--- src/rtl/rss_pkg.sv ---
`default_nettype none
package rss_pkg;

	// Event kinds
	typedef enum logic [2:0] {
		CMD_SOURCE     = 3'd0,
		CMD_FOOTSWITCH = 3'd1,
		CMD_PEDAL      = 3'd2,
		CMD_BUTTON     = 3'd3,
		CMD_CC         = 3'd4
	} rss_cmd_t;

	// Input sources
	typedef enum logic [1:0] {
		SRC_FOOT  = 2'd0,
		SRC_PEDAL = 2'd1,
		SRC_KEYS  = 2'd2,
		SRC_SYNC  = 2'd3
	} rss_src_t;

	// Keyboard buttons
	localparam logic [1:0] BTN_CHORALE = 2'd0;
	localparam logic [1:0] BTN_STOP    = 2'd1;
	localparam logic [1:0] BTN_TREMOLO = 2'd2;

	// Configuration register indexes
	localparam logic CFG_RATE_CC   = 1'b0;
	localparam logic CFG_SUBDIV_CC = 1'b1;

	localparam int SPEED_W = 13;
	localparam int CC_W    = 7;
	localparam int CC_VALUES = 1 << CC_W;

	localparam int SPEED_MAX             = 8191;
	localparam int RPM_HORN_CHORALE      = 40;
	localparam int RPM_HORN_TREMOLO      = 420;
	localparam int RPM_DRUM_CHORALE      = 35;
	localparam int RPM_DRUM_TREMOLO      = 350;
	localparam int RPM_FOOT_HORN_CHORALE = 50;
	localparam int RPM_FOOT_DRUM_CHORALE = 44;
	localparam int RPM_RATE_MAX          = 400;
	localparam int CC_TOP                = 127;
	localparam int CC_DEAD_ZONE          = 10;
	localparam int CC_SPAN               = CC_TOP - CC_DEAD_ZONE;

	typedef struct packed {
		logic [2:0]      cmd;
		logic [1:0]      new_source;
		logic            switch_a;
		logic            switch_b;
		logic [1:0]      button_id;
		logic [CC_W-1:0] cc_number;
		logic [CC_W-1:0] cc_value;
	} rss_event_t;

	typedef struct packed {
		logic               beat_sync_mode;
		logic [SPEED_W-1:0] horn_speed;
		logic [SPEED_W-1:0] drum_speed;
		logic               subdiv_commit;
		logic [CC_W-1:0]    subdiv_value;
	} rss_result_t;

	// Clamp a speed to the setpoint range
	function automatic logic [SPEED_W-1:0] sat_speed(input int v);
		logic [SPEED_W-1:0] r;
		if (v > SPEED_MAX) begin
			r = SPEED_W'(SPEED_MAX);
		end else begin
			r = SPEED_W'(v);
		end
		return r;
	endfunction

	// Whole rpm to fixed point
	function automatic logic [SPEED_W-1:0] rpm_fixed(input int rpm, input int frac);
		return sat_speed(rpm << frac);
	endfunction

	// Horn speed for a rate CC value, deadband and cap applied
	function automatic logic [SPEED_W-1:0] rate_horn(input int v, input int frac);
		int h;
		int cap;
		h = 0;
		cap = RPM_RATE_MAX << frac;
		if (v > CC_DEAD_ZONE) begin
			h = ((v - CC_DEAD_ZONE) * RPM_RATE_MAX << frac) / CC_SPAN;
			if (h > cap) begin
				h = cap;
			end
		end
		return sat_speed(h);
	endfunction

	// Drum speed follows the horn at five sixths
	function automatic logic [SPEED_W-1:0] rate_drum(input int v, input int frac);
		int h;
		h = int'(rate_horn(v, frac));
		return sat_speed((h * 5) / 6);
	endfunction

endpackage
`default_nettype wire

--- src/rtl/rotor_speed_setpoint_selector.sv ---
// Rotor speed setpoint selector. Takes one operator event per clock cycle
// unless stalled and returns one result per event showing the source and
// speed setpoints after it. An event is registered on transfer, decoded in
// the following cycle against the active source and the setpoints, and the
// result lands in the output register, with a single decode stage between
// the input and output registers. A stalled output backs the input up only
// once both registers are full. The rate CC maps through a constant table
// indexed by the CC value. Configuration writes are always ready and take
// effect on the next event.
`default_nettype none
module rotor_speed_setpoint_selector
	import rss_pkg::*;
#(
	parameter int SPEED_FRAC_BITS = 4
) (
	input  wire logic              clk,
	input  wire logic              arst_n,
	input  wire logic              in_valid,
	output logic                   in_stall,
	input  wire rss_event_t        in_data,
	output logic                   out_valid,
	input  wire logic              out_stall,
	output rss_result_t            out_data,
	input  wire logic              cfg_valid,
	output logic                   cfg_ready,
	input  wire logic              cfg_index,
	input  wire logic [CC_W-1:0]   cfg_data
);

	localparam logic [SPEED_W-1:0] HORN_TREMOLO = rpm_fixed(RPM_HORN_TREMOLO, SPEED_FRAC_BITS);
	localparam logic [SPEED_W-1:0] DRUM_TREMOLO = rpm_fixed(RPM_DRUM_TREMOLO, SPEED_FRAC_BITS);
	localparam logic [SPEED_W-1:0] HORN_CHORALE = rpm_fixed(RPM_HORN_CHORALE, SPEED_FRAC_BITS);
	localparam logic [SPEED_W-1:0] DRUM_CHORALE = rpm_fixed(RPM_DRUM_CHORALE, SPEED_FRAC_BITS);
	localparam logic [SPEED_W-1:0] HORN_FOOT_CH =
		rpm_fixed(RPM_FOOT_HORN_CHORALE, SPEED_FRAC_BITS);
	localparam logic [SPEED_W-1:0] DRUM_FOOT_CH =
		rpm_fixed(RPM_FOOT_DRUM_CHORALE, SPEED_FRAC_BITS);

	logic [CC_W-1:0]    rate_cc_q;
	logic [CC_W-1:0]    subdiv_cc_q;
	rss_src_t           src_q;
	logic [SPEED_W-1:0] horn_q;
	logic [SPEED_W-1:0] drum_q;

	logic               valid_s1;
	rss_event_t         ev_s1;

	logic               out_valid_q;
	rss_result_t        out_data_q;

	logic               advance;
	rss_src_t           src_d;
	logic [SPEED_W-1:0] horn_d;
	logic [SPEED_W-1:0] drum_d;
	logic               commit_d;
	logic [CC_W-1:0]    subval_d;

	logic [SPEED_W-1:0] horn_lut [CC_VALUES];
	logic [SPEED_W-1:0] drum_lut [CC_VALUES];

	// Rate CC to speed tables, folded at elaboration
	for (genvar gi = 0; gi < CC_VALUES; gi++) begin : g_rate
		assign horn_lut[gi] = rate_horn(gi, SPEED_FRAC_BITS);
		assign drum_lut[gi] = rate_drum(gi, SPEED_FRAC_BITS);
	end

	// Handshake: output register drains, decode stage refills
	assign advance   = !out_valid_q || !out_stall;
	assign in_stall  = valid_s1 && !advance;
	assign out_valid = out_valid_q;
	assign out_data  = out_data_q;
	assign cfg_ready = 1'b1;

	// Configuration registers
	always_ff @(posedge clk or negedge arst_n) begin
		if (!arst_n) begin
			rate_cc_q   <= CC_W'(1);
			subdiv_cc_q <= CC_W'(3);
		end else if (cfg_valid && cfg_ready) begin
			unique case (cfg_index)
				CFG_RATE_CC:   rate_cc_q   <= cfg_data;
				CFG_SUBDIV_CC: subdiv_cc_q <= cfg_data;
				default:       ;
			endcase
		end
	end

	// Input register
	always_ff @(posedge clk or negedge arst_n) begin
		if (!arst_n) begin
			valid_s1 <= 1'b0;
		end else if (!in_stall) begin
			valid_s1 <= in_valid;
		end
	end

	always_ff @(posedge clk) begin
		if (in_valid && !in_stall) begin
			ev_s1 <= in_data;
		end
	end

	// Decode the event against the active source
	always_comb begin
		src_d    = src_q;
		horn_d   = horn_q;
		drum_d   = drum_q;
		commit_d = 1'b0;
		subval_d = '0;
		if (ev_s1.cmd == CMD_SOURCE) begin
			src_d = rss_src_t'(ev_s1.new_source);
		end else begin
			unique case (src_q)
				SRC_FOOT: begin
					if (ev_s1.cmd == CMD_FOOTSWITCH) begin
						priority if (ev_s1.switch_a && ev_s1.switch_b) begin
							horn_d = HORN_TREMOLO;
							drum_d = DRUM_TREMOLO;
						end else if (ev_s1.switch_a) begin
							horn_d = HORN_FOOT_CH;
							drum_d = DRUM_FOOT_CH;
						end else begin
							horn_d = '0;
							drum_d = '0;
						end
					end
				end
				SRC_KEYS: begin
					if (ev_s1.cmd == CMD_BUTTON) begin
						unique case (ev_s1.button_id)
							BTN_CHORALE: begin
								horn_d = HORN_CHORALE;
								drum_d = DRUM_CHORALE;
							end
							BTN_STOP: begin
								horn_d = '0;
								drum_d = '0;
							end
							BTN_TREMOLO: begin
								horn_d = HORN_TREMOLO;
								drum_d = DRUM_TREMOLO;
							end
							default: ;
						endcase
					end else if (ev_s1.cmd == CMD_CC && ev_s1.cc_number == rate_cc_q) begin
						horn_d = horn_lut[ev_s1.cc_value];
						drum_d = drum_lut[ev_s1.cc_value];
					end
				end
				SRC_SYNC: begin
					if (ev_s1.cmd == CMD_CC && ev_s1.cc_number == subdiv_cc_q) begin
						commit_d = 1'b1;
						subval_d = ev_s1.cc_value;
					end
				end
				SRC_PEDAL: ;
				default: ;
			endcase
		end
	end

	// Commit state and result on transfer out of the decode stage
	always_ff @(posedge clk or negedge arst_n) begin
		if (!arst_n) begin
			src_q       <= SRC_FOOT;
			horn_q      <= '0;
			drum_q      <= '0;
			out_valid_q <= 1'b0;
		end else if (advance) begin
			out_valid_q <= valid_s1;
			if (valid_s1) begin
				src_q  <= src_d;
				horn_q <= horn_d;
				drum_q <= drum_d;
			end
		end
	end

	always_ff @(posedge clk) begin
		if (advance && valid_s1) begin
			out_data_q.beat_sync_mode <= (src_d == SRC_SYNC);
			out_data_q.horn_speed     <= horn_d;
			out_data_q.drum_speed     <= drum_d;
			out_data_q.subdiv_commit  <= commit_d;
			out_data_q.subdiv_value   <= subval_d;
		end
	end

endmodule
`default_nettype wire

--- config.mk ---
export PLATFORM = sky130hd
export DESIGN_NAME = rotor_speed_setpoint_selector
export DESIGN_NICKNAME = d
export VERILOG_FILES = /design/src/rtl/rss_pkg.sv /design/src/rtl/rotor_speed_setpoint_selector.sv
export SDC_FILE = /design/constraint.sdc
export NUM_CORES = 1
export LEC_CHECK = 0
export BUFFER_PORTS_ARGS = -buffer_cell sky130_fd_sc_hd__buf_2
export CELL_PAD_IN_SITES_DETAIL_PLACEMENT = 1
export CELL_PAD_IN_SITES_GLOBAL_PLACEMENT = 2
export CORE_UTILIZATION = 34
export DETAILED_ROUTE_END_ITERATION = 16
export HOLD_SLACK_MARGIN = 0.03
export PLACE_DENSITY_LB_ADDON = 0.2
export SLEW_MARGIN = 10
export SYNTH_ARGS = -nofsm -noshare
export SYNTH_HDL_FRONTEND = slang
export SYNTH_SLANG_ARGS = --single-unit
--- constraint.sdc ---
create_clock -name clk -period 2.7 [get_ports clk]
set_input_delay 0.135 -clock clk [delete_from_list [all_inputs] [get_ports clk]]
set_output_delay 0.135 -clock clk [all_outputs]
set_load 0.05 [all_outputs]
==> impl_metrics.yaml <==
routing:
  met3WireLength_um: 2730
  routed.top_layer: "met4"
  drtIter0Drc: 674
  drt_wl_total_um: 36200
  dr_wl_met2_um: 16200
  dr.pass1.iters: 5
  wl_met1_um: 16300
  postRouteAntennaNets: 0
  vias: 8771
  drc: 0
  wire_per_inst_um: 25.2
  via_per_inst: 6.11
status:
  status: "finished, final reports clean"
die:
  start_util: 0.349
  fp.coreArea_um2: 23700
  core.rowCount: 56
  fp.dieH_um: 158
  ios: 74
  die_x_um: 158
  die_area_um2: 24900
critical_path:
  rrSetupSlack_ns: 0.008
  cp.arrival_ns: 2.78
  crit_path_max_fanout: 8
  end_kind: "flip-flop"
  regToRegStartpoint: "ev_s1[0]"
  cp-endpoint: "out_data[11]"
  reg2reg_to: "out_data[11]"
  worstSetupStartpoint: "ev_s1[0]"
  start_kind: "flip-flop"
  cp.required_ns: 2.79
  worst-r2r-cell-count: 11
  crit_type: "reg2reg"
timing:
  hold_viol_final: 0
  fin_ws_ns: 0.00820
  tns_ns: 0
  worst_pin_slew_ns: 0.820
  rsz0062_at_grt: "true"
  max_slew_margin: 0.451
  fin_crit_sh: 0.997
  min_period_ns: 2.69
  setup_viol: 0
  finClkSkew_ns: 0.0216
  slew_violations: 0
  fmax_mhz: 371
place:
  routabilityCongestion: 0.933
  pre_cts_slack_ns: -0.135
  portBuffers: 72
  dp_hpwl_um: 27200
clock_tree:
  cts_buffers: 9
  insertion_delay_ns: 0.37
  cts_setup_buffers: 0
  cts_tree: "built"
  clk_pin_slew_ns: 0.09
  cts-root-buf: "clkbuf_16"
  htreeDepth: 3
  clockBufferDepth: 2
  clkSinkCount: 102
synthesis:
  ys_seq_area_frac: 0.345
  synth-seq-cells: 102
  synth_top_area_frac: 0.211
  synthTopCellsByArea: "edfxtp_1, dfrtp_1, o21ai_0"
  synthArstFlopShare: 0.431
  syn_nets: 1009
  yosysTopAreaCell: "edfxtp_1"
  synth.distinct_cells: 86
  netlist_area_um2: 8260
  syn_inst: 961
  yosysMostFrequentCell: "nand2_1"
  yosysWarnings: 0
  synth_common_cells: "nand2_1, o21ai_0, a21oi_1"
  synth_edf_count: 58
  avgSynthCellArea_um2: 8.60
  synth_ff_type: "edfxtp_1"
final_layout:
  drive_gt1_frac: 0.278
  nFillCells: 2808
  regArea_um2: 2850
  multi_input_area_um2: 5040
  antennaDiodeCount: 0
  layout.nets: 1160
  area_delta_synth_final_pct: 26.8
worst_hold_path:
  min_path_type: "in2async"
run:
  cap_violations: 0
power_and_ir_drop:
  power_density_nw_per_um2: 561
  peakVddDrop_uv: 313
  power_leakage_uw: 0.00408
global_routing:
  grt_pass1_vias: 8985
  antenna_found_initial: 0
  overflow: 0
  grt_max_degree: 70
  grt_util_all_layers: 0.302
  grt_pass1_wl_um: 55600
through the flow:
stage	hold slack (ns)	util	instances	total power, uW	cell area, um2
after floorplan	-0.161	-	961	3540	8290
after global placement	0.144	0.410	1387	4390	9700
after detailed placement	0.148	0.410	1387	4410	9700
after CTS	0.294	0.437	1436	5830	10400
after global routing	0.325	0.442	1436	6160	10500
final	0.288	0.442	1436	5870	10500
worst max-delay path: stages, from the launching register on:
cell and delay [ns]:
edfxtp_1 0.39, inv_1 0.11, buf_4 0.19, ha_2 0.24, buf_12 0.12, or2_2 0.12
nand2_1 0.10, mux4_2 0.48, a221o_1 0.35, o31ai_1 0.08, buf_4 0.17, o21ai_0 0.07
layer usage:
metal	global-route usage	vias up
li1	-	3984
met1	0.428	4374
met2	0.463	364
met3	0.0504	49
met4	0.101	0
met5	0	-
cells by family (layout without fill, tap and decap cells):
| kind of cell | Yosys count | in the layout | synth area share |
|---|---|---|---|
| compound gates | 366 | 366 | 0.304 |
| xor+xnor | 17 | 17 | 0.0180 |
| fa+ha+maj | 12 | 12 | 0.0182 |
| buf+inv | 108 | 264 | 0.0621 |
| flops | 102 | 102 | 0.345 |
| mux | 33 | 33 | 0.0563 |
| other cells | 1 | 1 | 0.000454 |
| simple gates | 322 | 322 | 0.196 |
placed cells by master (no fill, tap or decap), types with 18 or more instances in the layout:
| cell | count |
|---|---|
| o211ai_1 | 18 |
| buf_2 | 72 |
| nand2_1 | 90 |
| a21oi_1 | 65 |
| nand2b_1 | 20 |
| buf_4 | 113 |
| o21ai_0 | 76 |
| a31oi_1 | 18 |
| dlygate4sd3_1 | 33 |
| edfxtp_1 | 58 |
| mux2_2 | 18 |
| dfrtp_1 | 41 |
| nor2_1 | 61 |
| nor3_1 | 29 |
| nand3_1 | 28 |
power breakdown:
group	switching, uW	internal (uW)	total, uW
clock	712	668	1380
sequential	183	1910	2100
combinational	1510	884	2400
total	2410	3460	5870
what timing repair did:
action                                  CTS  global route
pin swaps                                 1             3
hold buffers                             33             0
endpoints found under the setup margin    4            34
gates resized for setup                   6            37
hold endpoints to repair                 54             0
worst min path at each step:
stage | startpoint | end | slack, ns | cells past startpoint
after floorplan | arst_n | drum_q[0] | -0.16 | 0
after global placement | arst_n | horn_q[1] | 0.14 | 1
after detailed placement | arst_n | horn_q[1] | 0.15 | 1
after CTS | arst_n | drum_q[12] | 0.29 | 2
after global routing | arst_n | drum_q[12] | 0.33 | 2
final | arst_n | drum_q[12] | 0.29 | 2
layout make-up:
class,instances,share of cell area
clock buffer,9,0.0215
clock inverter,7,0.00848
tap,319,0.0381
timing repair buffer,232,0.174
sequential,102,0.272
multi-input combinational,751,0.481
inverter,16,0.00573
flip-flops by register name, summed over array words and instances (netlist names):
signal       count
src_q            2
horn_q          13
drum_q          13
subdiv_cc_q      7
ev_s1           23
valid_s1         1
rate_cc_q        7
out_data        35
out_valid        1
Power figures use the tool's default switching activity.
